**config.mk**
```make
export PLATFORM = sky130hd
export DESIGN_NAME = hid_boot_keyboard_report_builder
export DESIGN_NICKNAME = d
export VERILOG_FILES = /design/src/rtl/hidkb_pkg.sv /design/src/rtl/hidkb_key_decoder.sv /design/src/rtl/hid_boot_keyboard_report_builder.sv
export SDC_FILE = /design/constraint.sdc
export NUM_CORES = 1
export LEC_CHECK = 0
export BUFFER_PORTS_ARGS = -buffer_cell sky130_fd_sc_hd__buf_4
export CORE_ASPECT_RATIO = 1.4
export CORE_MARGIN = 2
export CORE_UTILIZATION = 50
export CTS_CLUSTER_SIZE = 16
export DETAILED_ROUTE_END_ITERATION = 7
export PLACE_DENSITY = 0.69
export REMOVE_ABC_BUFFERS = 1
export SLEW_MARGIN = 25
export SYNTH_ARGS = -nofsm -noshare
export SYNTH_HDL_FRONTEND = slang
export SYNTH_SLANG_ARGS = --single-unit
```
**constraint.sdc**
```tcl
create_clock -name clock -period 6.01 [get_ports clock]
set_clock_uncertainty 0.15 [all_clocks]
set_input_delay 0.3005 -clock clock [delete_from_list [all_inputs] [get_ports clock]]
set_output_delay 0.3005 -clock clock [all_outputs]
set_load 0.01 [all_outputs]
```
**src/rtl/hidkb_pkg.sv**
```systemverilog
// Package for the HID boot keyboard report builder.
// Holds the operation and status codes, the report constants, the US layout ROM
// and the decoded key type. It depends on nothing.
package hidkb_pkg;

   localparam int KEY_SLOTS             = 6;
   localparam int SLOT_MAX              = 6;
   localparam int ISO_KEY_USAGE         = 50;
   localparam int ISO_REPLACEMENT_USAGE = 100;

   localparam logic [7:0] RAW_USAGE_BASE = 8'd136;
   localparam logic [7:0] ALTGR_MOD      = 8'h40;
   localparam logic [7:0] SHIFT_MOD      = 8'h02;
   localparam logic [7:0] ALTGR_MASK     = 8'h3F;
   localparam logic [7:0] SHIFT_MASK     = 8'h7F;

   typedef enum logic [1:0] {
      OP_PRESS       = 2'd0,
      OP_RELEASE     = 2'd1,
      OP_RELEASE_ALL = 2'd2
   } op_type;

   typedef enum logic [1:0] {
      ST_SENT     = 2'd0,
      ST_UNMAPPED = 2'd1,
      ST_FULL     = 2'd2
   } status_type;

   typedef struct packed {
      logic       mapped;
      logic [7:0] usage;
      logic [7:0] mods;
   } key_decode_type;

   localparam logic [7:0] US_ROM [0:127] = '{
      8'h00, 8'h00, 8'h00, 8'h00, 8'h00, 8'h00, 8'h00, 8'h00,
      8'h2a, 8'h2b, 8'h28, 8'h00, 8'h00, 8'h00, 8'h00, 8'h00,
      8'h00, 8'h00, 8'h00, 8'h00, 8'h00, 8'h00, 8'h00, 8'h00,
      8'h00, 8'h00, 8'h00, 8'h00, 8'h00, 8'h00, 8'h00, 8'h00,
      8'h2c, 8'h9e, 8'hb4, 8'ha0, 8'ha1, 8'ha2, 8'ha4, 8'h34,
      8'ha6, 8'ha7, 8'ha5, 8'hae, 8'h36, 8'h2d, 8'h37, 8'h38,
      8'h27, 8'h1e, 8'h1f, 8'h20, 8'h21, 8'h22, 8'h23, 8'h24,
      8'h25, 8'h26, 8'hb3, 8'h33, 8'hb6, 8'h2e, 8'hb7, 8'hb8,
      8'h9f, 8'h84, 8'h85, 8'h86, 8'h87, 8'h88, 8'h89, 8'h8a,
      8'h8b, 8'h8c, 8'h8d, 8'h8e, 8'h8f, 8'h90, 8'h91, 8'h92,
      8'h93, 8'h94, 8'h95, 8'h96, 8'h97, 8'h98, 8'h99, 8'h9a,
      8'h9b, 8'h9c, 8'h9d, 8'h2f, 8'h31, 8'h30, 8'ha3, 8'had,
      8'h35, 8'h04, 8'h05, 8'h06, 8'h07, 8'h08, 8'h09, 8'h0a,
      8'h0b, 8'h0c, 8'h0d, 8'h0e, 8'h0f, 8'h10, 8'h11, 8'h12,
      8'h13, 8'h14, 8'h15, 8'h16, 8'h17, 8'h18, 8'h19, 8'h1a,
      8'h1b, 8'h1c, 8'h1d, 8'haf, 8'hb1, 8'hb0, 8'hb5, 8'h00
   };

endpackage

```
**src/rtl/hidkb_key_decoder.sv**
```systemverilog
// Key code decoder: turns an 8-bit key code into a usage and modifier bits.
// Depends on hidkb_pkg for the layout ROM and the decoded key type.
module hidkb_key_decoder (
   input  logic [7:0]                key_code,
   output hidkb_pkg::key_decode_type decoded
);
   import hidkb_pkg::*;

   logic [7:0] rom_entry;
   logic [7:0] print_usage;

   assign rom_entry = US_ROM[key_code[6:0]];

   always_comb begin
      decoded = '0;
      print_usage = rom_entry;
      if (key_code >= RAW_USAGE_BASE) begin
         decoded.mapped = 1'b1;
         decoded.usage  = key_code - RAW_USAGE_BASE;
      end else if (key_code[7]) begin
         decoded.mapped = 1'b1;
         decoded.mods   = 8'd1 << key_code[2:0];
      end else begin
         decoded.mapped = (rom_entry != 8'd0);
         if (rom_entry[7:6] == 2'b11) begin
            decoded.mods = ALTGR_MOD;
            print_usage  = rom_entry & ALTGR_MASK;
         end else if (rom_entry[7]) begin
            decoded.mods = SHIFT_MOD;
            print_usage  = rom_entry & SHIFT_MASK;
         end
         if (print_usage == 8'(ISO_KEY_USAGE)) begin
            print_usage = 8'(ISO_REPLACEMENT_USAGE);
         end
         decoded.usage = print_usage;
      end
   end

endmodule

```
**src/rtl/hid_boot_keyboard_report_builder.sv**
```systemverilog
// Top level of the HID boot keyboard report builder (six-key rollover).
// Depends on hidkb_pkg and hidkb_key_decoder.
//
// Each key event item (press, release, release all) yields one result item
// carrying a status and the full boot report after the event. The block is a
// two-register pipeline: an input register, then an execute step that decodes
// the key, updates the held modifier byte and key slots and loads the result
// register. A result is registered once the execute step has handled its item,
// and one item is taken every cycle as long as results are taken; the result
// register lets the next item enter while a finished report still waits. The
// held report state is cleared by reset.
module hid_boot_keyboard_report_builder (
   input  logic       clock,
   input  logic       reset,
   input  logic       req_valid,
   output logic       req_ready,
   input  logic [1:0] req_operation,
   input  logic [7:0] req_key_code,
   output logic       rsp_valid,
   input  logic       rsp_ready,
   output logic [1:0] rsp_status,
   output logic [7:0] rsp_modifier_byte,
   output logic [7:0] rsp_slot_zero,
   output logic [7:0] rsp_slot_one,
   output logic [7:0] rsp_slot_two,
   output logic [7:0] rsp_slot_three,
   output logic [7:0] rsp_slot_four,
   output logic [7:0] rsp_slot_five
);
   import hidkb_pkg::*;

   logic           s1_valid_ff;
   logic [1:0]     s1_op_ff;
   logic [7:0]     s1_code_ff;
   logic           rsp_valid_ff;
   logic [1:0]     rsp_status_ff;
   logic [7:0]     rsp_mods_ff;
   logic [7:0]     rsp_keys_ff [SLOT_MAX];
   logic [7:0]     held_mods_ff;
   logic [7:0]     held_keys_ff [SLOT_MAX];

   logic [7:0]     held_mods_in;
   logic [7:0]     held_keys_in [SLOT_MAX];
   status_type     status_in;
   key_decode_type decoded;
   logic           present;
   logic           placed;
   logic           s1_advance;

   hidkb_key_decoder u_decoder (
      .key_code (s1_code_ff),
      .decoded  (decoded)
   );

   assign s1_advance = s1_valid_ff && (!rsp_valid_ff || rsp_ready);
   assign req_ready  = !s1_valid_ff || s1_advance;

   always_comb begin
      held_mods_in = held_mods_ff;
      held_keys_in = held_keys_ff;
      status_in    = ST_SENT;
      present      = 1'b0;
      placed       = 1'b0;
      if (s1_op_ff[1]) begin
         held_mods_in = '0;
         for (int i = 0; i < SLOT_MAX; i++) begin
            held_keys_in[i] = '0;
         end
      end else if (!decoded.mapped) begin
         status_in = ST_UNMAPPED;
      end else begin
         case (s1_op_ff)
            OP_PRESS: begin
               held_mods_in = held_mods_ff | decoded.mods;
               for (int i = 0; i < SLOT_MAX; i++) begin
                  if (i < KEY_SLOTS && held_keys_ff[i] == decoded.usage) begin
                     present = 1'b1;
                  end
               end
               if (!present) begin
                  for (int i = 0; i < SLOT_MAX; i++) begin
                     if (!placed && i < KEY_SLOTS && held_keys_ff[i] == 8'd0) begin
                        held_keys_in[i] = decoded.usage;
                        placed = 1'b1;
                     end
                  end
                  if (!placed) begin
                     status_in = ST_FULL;
                  end
               end
            end
            default: begin
               held_mods_in = held_mods_ff & ~decoded.mods;
               if (decoded.usage != 8'd0) begin
                  for (int i = 0; i < SLOT_MAX; i++) begin
                     if (i < KEY_SLOTS && held_keys_ff[i] == decoded.usage) begin
                        held_keys_in[i] = '0;
                     end
                  end
               end
            end
         endcase
      end
   end

   always_ff @(posedge clock) begin
      if (reset) begin
         s1_valid_ff  <= 1'b0;
         rsp_valid_ff <= 1'b0;
         held_mods_ff <= '0;
         for (int i = 0; i < SLOT_MAX; i++) begin
            held_keys_ff[i] <= '0;
         end
      end else begin
         if (req_ready) begin
            s1_valid_ff <= req_valid;
         end
         if (s1_advance) begin
            rsp_valid_ff <= 1'b1;
            held_mods_ff <= held_mods_in;
            held_keys_ff <= held_keys_in;
         end else if (rsp_ready) begin
            rsp_valid_ff <= 1'b0;
         end
      end
   end

   always_ff @(posedge clock) begin
      if (req_valid && req_ready) begin
         s1_op_ff   <= req_operation;
         s1_code_ff <= req_key_code;
      end
      if (s1_advance) begin
         rsp_status_ff <= status_in;
         rsp_mods_ff   <= held_mods_in;
         rsp_keys_ff   <= held_keys_in;
      end
   end

   assign rsp_valid         = rsp_valid_ff;
   assign rsp_status        = rsp_status_ff;
   assign rsp_modifier_byte = rsp_mods_ff;
   assign rsp_slot_zero     = rsp_keys_ff[0];
   assign rsp_slot_one      = rsp_keys_ff[1];
   assign rsp_slot_two      = rsp_keys_ff[2];
   assign rsp_slot_three    = rsp_keys_ff[3];
   assign rsp_slot_four     = rsp_keys_ff[4];
   assign rsp_slot_five     = rsp_keys_ff[5];

endmodule
```
Yosys cells after proc, flatten, opt, wreduce, memory -nomap -nowiden
Memory sizes are Yosys's and may differ from the RTL's.
Cells that the tools add are included.
- reduce and logical (&&, ||, !) cells: 27
- shift-type cells: 1
- multiply operators: 0
- muxes and demuxes: 78
- $add $sub $neg: 1
- $lt $le $gt $ge: 2
- div/mod/pow operators: 0
- equality and inequality tests: 8
- bitwise logic cells: 6
- operators with widths (kind ; count):
    $mux W48 ; 5
    $mux W8 ; 24
    $eq A8 B8 Y1 ; 6
    $logic_not A8 Y1 ; 6
    $mux W1 ; 45
    $ge A8 B8 Y1 const B ; 2
    $reduce_bool A8 Y1 ; 2
    $mux W9 ; 1
    $and A8 B8 Y8 ; 1
    $eq A8 B6 Y1 const B ; 1
    $not A7 Y8 ; 1
    $not A8 Y8 ; 1
    $or A8 B8 Y8 ; 1
    $shl A1 B3 Y8 const A ; 1
    $sub A8 B8 Y8 const B ; 1
    $logic_and A1 B1 Y1 ; 7
    $logic_not A1 Y1 ; 7
    $mux W7 ; 1
    $mux W2 ; 2
    $reduce_or A4 Y1 ; 1
    $eq A2 B2 Y1 const B ; 1
    $logic_not A2 Y1 ; 1
    $logic_or A1 B1 Y1 ; 2
    $not A1 Y1 ; 2
    $reduce_bool A2 Y1 ; 1
- input bits: 14
- ROM bits: 1024
- word-level logic and storage cells: 144
- register bits after elaboration: 126
- bits in latches: 0
- output and inout port bits: 60
- memories kept: 1
- memory bits (writable): 0
- memories (name ; depth ; width ; rd ports ; clocked after Yosys merged registers in ; write ports ; RTL line ; text):
    (name not given) ; 128 ; 8 ; 1 ; 0 ; 0 ; hidkb_key_decoder.sv:12 ; assign rom_entry = US_ROM[key_code[6:0]];

Depth between registers and ports, before layout
Gate-level depths: netlist of run 1.
- depth after elaboration: 65
- gate-level depth with buffers: 17
- gate-level depth less buffers: 13

By module
A second synthesis of run 1 with hierarchy kept.
- cell total of the unflattened synthesis: 692
- area, all modules: 6939.2 um^2
- modules (own cells, without submodules) (module ; seq. area each (um^2) ; area an instance (um^2) ; times used ; cells an instance):
    hid_boot_keyboard_report_builder ; 3203.1 ; 5813.1 ; 1 ; 530
    hidkb_key_decoder ; 0.0 ; 1126.1 ; 1 ; 162

Worst setup path after synthesis of run 1
Ideal clock, no wire load.
- path type: register to register
- from: register s1_code_ff[1]
- to: register rsp_keys_ff, in the netlist rsp_slot_five[0] (data pin)
- cell stages (with the launch flop): 17
- setup time: 0.259 ns
- slack: 1.588 ns
- arrival time: 4.013 ns
- cells stage by stage: edfxtp_1 > ha_1 > inv_1 > ha_1 > nor4bb_1 > nor2_1 > a22o_1 > or4_1 > buf_2 > nor3_4 > mux2_4 > a2111oi_4 > a2111oi_4 > buf_2 > buf_4 > a31oi_1 > nor2_1
- RTL lines (what ; RTL line ; text):
    start: declaration ; hid_boot_keyboard_report_builder.sv:34 ; logic [7:0] s1_code_ff;
    start signal: assignment ; hid_boot_keyboard_report_builder.sv:131 ; s1_code_ff <= req_key_code;
    end signal: assignment ; hid_boot_keyboard_report_builder.sv:136 ; rsp_keys_ff <= held_keys_in;
    end: declaration ; hid_boot_keyboard_report_builder.sv:38 ; logic [7:0] rsp_keys_ff [SLOT_MAX];

Final worst setup path of run 1
- from: register s1_code_ff[1]
- to: register held_keys_ff[32] (netlist bit)
- word-level cells in the longest chain between the ends: 26
- RTL lines (what ; RTL line ; text):
    $not A7 Y8 (not written as such) ; hidkb_key_decoder.sv:12 ;
    $mem_v2 Z128 W8 ; - ;
    $mux W8 (not written as such) (2 in a row) ; hidkb_key_decoder.sv:12 ;
    $eq A2 B2 Y1 ; hidkb_key_decoder.sv:25 ; if (rom_entry[7:6] == 2'b11) begin
    $mux W7 ; hidkb_key_decoder.sv:25 ;
    $mux W8 ; hidkb_key_decoder.sv:20 ; end else if (key_code[7]) begin
    $mux W8 ; hidkb_key_decoder.sv:17 ; if (key_code >= RAW_USAGE_BASE) begin
    $eq A8 B6 Y1 ; hidkb_key_decoder.sv:32 ; if (print_usage == 8'(ISO_KEY_USAGE)) begin
    [4 not listed] ; - ;
    $mux W1 (6 in a row) ; hid_boot_keyboard_report_builder.sv:76 ; if (i < KEY_SLOTS && held_keys_ff[i] == decoded.usage) begin
    $mux W1 ; hid_boot_keyboard_report_builder.sv:72 ; case (s1_op_ff)
    $mux W1 ; hid_boot_keyboard_report_builder.sv:69 ; end else if (!decoded.mapped) begin
    $mux W1 ; hid_boot_keyboard_report_builder.sv:64 ; if (s1_op_ff[1]) begin
    $mux W48 ; hid_boot_keyboard_report_builder.sv:80 ; if (!present) begin
    $mux W48 ; hid_boot_keyboard_report_builder.sv:72 ;
    $mux W48 * ; hid_boot_keyboard_report_builder.sv:69 ;
    $mux W48 * ; hid_boot_keyboard_report_builder.sv:64 ;
    end signal: assignment ; hid_boot_keyboard_report_builder.sv:121 ; held_keys_ff <= held_keys_in;
    end: declaration ; hid_boot_keyboard_report_builder.sv:40 ; logic [7:0] held_keys_ff [SLOT_MAX];
Mark *: on every way between the ends. The rest lies on a longest branch, timed or not. The select of a mux whose other input is x is not followed.
A chain may end at the register's enable or synchronous reset.

==> summary.md, run 1 <==
| Metric | Value |
|---|---|
| Final WL | `around 28000 um` |
| Max FFs per register | `48` |
| Critical path's top delay family | `compound AO/OA/AOI/OAI gates` |
| Final Max Slew Viols | `0` |
| Synth top area cells | `edfxtp_1, dfxtp_1, nand2_1` |
| Synth area leader | `edfxtp_1` |
| Core area | `around 0.016 sq mm` |
| TNS Setup | `0 ns` |
| Critical path's slowest cell | `nor2_1` |
| PortBufs | `73` |
| CP arrival | `approximately 5.7 ns` |
| Post-synth ARST share | `0%` |
| Number of setup violations in the final report | `0` |
| Crit-path cells | `ha_1 -> inv_1 -> ha_1 -> o21a_1 -> a211oi_1 -> nor3_1 -> nor2_1 -> a311o_1 -> or4_1 -> a2111oi_4 -> a2111oi_4 -> nand4_1 -> o32ai_1` |
| Initial antenna violation count | `0` |
| MaxCap Viol Count | `0` |
| Post-Syn Area | `around 0.008 sq mm` |
| Nets | `~1k` |
| Most flop-heavy register | `held_keys_ff` |
| Mean number of vias per cell | `6.70` |
| Leakage power | `0.00330 uW` |
| Seq cells post-synth | `approximately 130` |
| CP bufs+invs | `1` |
| I/O pins | `74` |
| Clock H-tree levels | `4` |
| Resize count post-CTS | `0` |
| GRT overflow | `0` |
| Width of the die | `around 110 um` |
| Vias in the first global route | `~7.6k` |
| Max Buffers Root-to-Sink | `2` |
| Yosys top cell area share | `about 25%` |
| Total CTS buffers | `17` |
| Final instance area | `~0.0095 sq mm` |
| Post-Place Cell Area | `0.00883 sq mm` |
| Hold_ws | `around 0.043 ns` |
| Detailed-route via count | `8003` |
| CP Launch Type | `register` |
| Multi-input logic area | `0.00444 sq mm` |
| Ys Warns | `0` |
| Slowest stage delay, CP | `0.77 ns` |
| Hold Violations, Final | `0` |
| Crit path capture type | `register` |
| Die Area | `around 0.017 sq mm` |
| Starting DRT DRC Count | `~780` |
| Most common cell in the synthesized netlist | `nand2_1` |
| PwrDens | `about 260 mW/mm^2` |
| ANT nets after route | `0` |
| Reg clk slew, reported paths | `around 0.060 ns` |
| Crit-path max FO | `12` |
| HPWL Detailed | `19800 um` |
| Antenna diodes | `0` |
| Worst slew pin tran | `approximately 1.1 ns` |
| Predominant post-synthesis flop cell | `edfxtp_1` |
| Layout cell share with drive strength beyond 1 | `17.0%` |
| Fillers | `1439` |
| RSZ-0062 raised after global routing | `no` |
| First-pass GRT wire length | `42700 um` |
| HP Class | `input pin to register` |
| CTS root buf | `clkbuf_16` |
| Register Area | `around 0.0032 sq mm` |
| Setup bufs post-CTS | `0` |
| Period utilization | `between 90% and 100%` |
| Req. time, crit path | `~6.2 ns` |
| Clock latency on the worst-skew pair | `approximately 0.43 ns` |
| VDD IR-drop max | `about 360 uV` |
| Initial DRT Pass Iterations | `6` |
| Area delta synth->final | `17.8%` |
| Drc violations | `0` |
| Sequential element share of the synthesized area | `~40%` |
| Largest net degree at the start of global routing | `44` |
| Die Ht | `between 150 and 200 um` |
| Initial core utilization | `50.5%` |
| Status | `finished, final reports clean` |
| Fmax | `~0.18 GHz` |
| Mapped Cells | `between 900 and 1k` |
| CTS tree | `done` |
| Row Count | `55` |
| Gpl congestion | `roughly 1.0` |
| Tmin final | `between 5 and 6 ns` |
| Post-synth top cells | `nand2_1, edfxtp_1, a21oi_1, dfxtp_1, o21ai_0` |
| Number of flops mapped to enable cells by yosys | `68` |
| Syn Area/Cell | `roughly 8.8 sq um` |
| Critical path class | `register to register` |
| Wirelength per Cell | `roughly 23 um` |
| GRT Overall Usage | `a little under a third` |
| Slew headroom | `around 27%` |
| Synth cell types | `86` |
| CTS sink cnt | `126` |
-- repair_timing --
| action | CTS | global route |
|---|---|---|
| hold buffers | 11 | 0 |
| hold endpoints to repair | 11 | 0 |
| endpoints found under the setup margin | 0 | 0 |
-- worst paths after layout --
| kind | cells after the start | slack, ns | from | endpoint |
|---|---|---|---|---|
| setup / recovery | 13 | 0.48 | s1_code_ff[1] | held_keys_ff[32] |
| hold / removal | 4 | 0.04 | rsp_ready | rsp_valid |
| setup reg to reg | 13 | 0.48 | s1_code_ff[1] | held_keys_ff[32] |
| hold reg to reg | 2 | 0.30 | held_mods_ff[6] | held_mods_ff[6] |
-- metrics by stage --
step / total power (uW) / std cells / utilization [%] / setup slack [ns]
2_1_floorplan: 1240 / 850 / - / -0.0281
3_3_place_gp: 1420 / 1152 / 55.0 / 0.750
3_5_place_dp: 1420 / 1152 / 55.1 / 0.680
4_1_cts: 2470 / 1195 / 59.5 / 0.669
5_1_grt: 2540 / 1195 / 59.5 / 0.132
6_report: 2470 / 1195 / 59.5 / 0.484
-- layout by cell type (no fill, tap or decap), types with 26 or more instances in the layout --
cell	instances
nand2_1	108
buf_4	102
edfxtp_1	68
dfxtp_1	58
a21oi_1	57
o21ai_0	49
nor2_1	48
inv_1	35
nor3_1	26
nor4_1	26
o31ai_1	26
-- metal layers --
layer  global-route usage (%)  vias up  wire [um]
li1                         -     3689          -
met1                     37.3     3774      10400
met2                     52.8      434      13300
met3                     6.00      106       2150
met4                     22.1        0       1890
met5                        0        -          0
-- logic make-up (layout without fill, tap and decap cells) --
| family | Yosys count | in the layout | synth area share (%) |
|---|---|---|---|
| and+or+nand+nor | 326 | 326 | 21.1 |
| AOI/OAI and AO/OA | 312 | 312 | 27.6 |
| DFF | 126 | 126 | 39.6 |
| buffers and inverters | 104 | 185 | 5.67 |
| xor gates and xnor gates | 23 | 23 | 2.49 |
| adders and majority gates | 14 | 14 | 2.16 |
| muxes | 10 | 10 | 1.36 |
-- final cells by class --
cell class	instances	share of cell area [%]
inverters	39	1.54
clock buffers	18	4.61
repair buffers	114	9.40
multi-input cells	685	46.6
flip-flops and latches	126	33.6
clock inverters	14	1.65
well taps	199	2.61
-- power breakdown --
| part | total [uW] | internal (uW) | leakage [uW] | switching, uW |
|---|---|---|---|---|
| logic | 466 | 155 | 0.00190 | 312 |
| clock network | 1050 | 628 | 0.000280 | 423 |
| registers | 956 | 932 | 0.00112 | 24.0 |
| total | 2470 | 1710 | 0.00330 | 759 |
-- tightest hold or removal path: cells and delay by family --
| family | cells | cell delay [ns] |
|---|---|---|
| and+or+nand+nor | 3 | 0.20 |
| buffers and inverters | 1 | 0.08 |
Note: power is estimated with default switching activity, not from simulation.
==> inputs of run 2 (changes only) <==
- CORE_UTILIZATION: 50 -> 60
- PLACE_DENSITY: 0.69 -> 0.8
==> run 2 against run 1 <==
Routed wire length up 1.2%. Sequential share of layout area up 0.080 points. Sequential cell count unchanged. Critical path type unchanged. Highest routed layer unchanged. Core utilization up 12 points.
==> summary.md, run 2 (synthesis gave the netlist of run 1 again) <==
| Metric | Value |
|---|---|
| Clock latency on the worst-skew pair | `around 0.43 ns` |
| HP Class | `input pin to register` |
| Pre-CTS setup slack | `approximately 0.79 ns` |
| Number of setup violations in the final report | `0` |
| RSZ-0062 raised after global routing | `no` |
| CTS root buf | `clkbuf_16` |
| HPWL Detailed | `a little under 20000 um` |
| Largest net degree at the start of global routing | `77` |
| Antenna diodes | `0` |
| WL met3 | `between 2000 and 3000 um` |
| Met2 Wirelength | `between 10000 and 15000 um` |
| PwrDens | `267 mW/mm^2` |
| Critical path's slowest cell | `a221o_1` |
| Initial antenna violation count | `0` |
| Width of the die | `102 um` |
| Wl on met1 | `~10000 um` |
| CP Launch Type | `register` |
| First-pass GRT wire length | `roughly 43000 um` |
| Fillers | `1048` |
| Final Power | `between 2000 and 3000 uW` |
| Vias in the first global route | `a little under 8k` |
| Tmin final | `5.49 ns` |
| Req. time, crit path | `between 6 and 7 ns` |
| Nets | `roughly 1k` |
| Row Count | `50` |
| Reg clk slew, reported paths | `about 0.070 ns` |
| Fmax | `roughly 0.18 GHz` |
| CTS sink cnt | `126` |
| MaxCap Viol Count | `0` |
| Critical path class | `register to register` |
| CP arrival | `5.63 ns` |
| Worst slew pin tran | `about 1.0 ns` |
| Multi-input logic area | `between 0.004 and 0.005 sq mm` |
| GRT overflow | `0` |
| Crit-path cells | `ha_1 -> inv_1 -> ha_1 -> a221o_1 -> a211oi_1 -> a221o_1 -> mux2_2 -> nor4_1 -> nor4_2 -> a2111oi_4 -> nand4_1 -> o32ai_1` |
| Initial DRT Pass Iterations | `6` |
| Drc violations | `0` |
| Leakage power | `0.00330 uW` |
| Most common cell after layout, fill and taps aside | `nand2_1` |
| Die Ht | `about 140 um` |
| Initial core utilization | `about three fifths` |
| Crit-path max FO | `18` |
| Die Area | `0.0144 sq mm` |
| Starting DRT DRC Count | `just under 1k` |
| Final WL | `about 28000 um` |
| CTS tree | `done` |
| Slew headroom | `a little under a third` |
| ANT nets after route | `0` |
| TNS Setup | `0 ns` |
| Placed Instances | `between 1k and 1.5k` |
| Total CTS buffers | `17` |
| Resize count post-CTS | `0` |
| Final Max Slew Viols | `0` |
| Non-filler instance count after layout | `around 1.2k` |
| I/O pins | `74` |
| Status | `finished, final reports clean` |
| Most frequent cells in the layout | `nand2_1, buf_4, edfxtp_1` |
| GRT Overall Usage | `between 30% and 40%` |
| Crit path capture type | `register` |
| VDD IR-drop max | `between 150 and 200 uV` |
| PortBufs | `between 70 and 80` |
| Most flop-heavy register | `held_keys_ff` |
| Layout cell share with drive strength beyond 1 | `~16%` |
| Final worst slack | `about 0.52 ns` |
| Clock H-tree levels | `4` |
| Wirelength per Cell | `between 20 and 25 um` |
| Hold Violations, Final | `0` |
| Detailed-route via count | `8204` |
| Register Area | `approximately 0.0032 sq mm` |
| Area delta synth->final | `17.5%` |
| Gpl congestion | `~1.0` |
| Max Buffers Root-to-Sink | `2` |
| Uppermost routed layer | `met4` |
| Period utilization | `about nine tenths` |
| Max FFs per register | `48` |
| Core area | `about 0.013 sq mm` |
| Mean number of vias per cell | `roughly 7.0` |
| Slowest stage delay, CP | `just under 0.6 ns` |
## run 2: layer usage
metal | track usage (%) | vias to the layer above
li1 | - | 3664
met1 | 46.1 | 3775
met2 | 62.9 | 590
met3 | 8.62 | 175
met4 | 26.8 | 0
met5 | 0 | -
## run 2: per-stage QoR
step	util, %	hold slack, ns	cell area [sq um]
after floorplan	-	0.220	7780
after global placement	66.1	0.293	8760
after detailed placement	66.1	0.298	8760
after CTS	71.7	0.0224	9510
after global routing	71.7	0.0899	9510
final	71.7	0.0217	9510
## run 2: power breakdown
group / total, uW / switching (uW) / internal [uW]
clock: 1130 / 425 / 700
sequential: 956 / 23.6 / 932
combinational: 463 / 312 / 151
total: 2540 / 760 / 1780
## run 2: cell type report
cell class	count	area share (%)
tap	182	2.39
timing repair buffer	109	9.02
multi-input combinational	685	46.6
inverter	39	1.54
clock inverter	12	1.82
clock buffer	20	4.92
sequential	126	33.7
## run 2: worst max-delay path, delay by kind of cell (launching register included)
kind                       cells  cell delay [ns]
AOI/OAI and AO/OA              5             2.26
and+or+nand+nor                3             0.97
muxes                          1             0.40
buffers and inverters          1             0.21
DFF                            1             0.56
adders and majority gates      2             0.79
## run 2: worst paths after layout
path,startpoint,to,slack (ns),cells after the start
max,s1_code_ff[1],held_keys_ff[35],0.52,12
min,rsp_ready,rsp_valid,0.02,4
max reg2reg,s1_code_ff[1],held_keys_ff[35],0.52,12
min reg2reg,held_mods_ff[2],held_mods_ff[2],0.31,2
## run 2: what timing repair did
| item | 4_1_cts | 5_1_grt |
|---|---|---|
| hold buffers | 11 | 0 |
| buffers inserted | 0 | 0 |
| endpoints found under the hold margin | 11 | 0 |
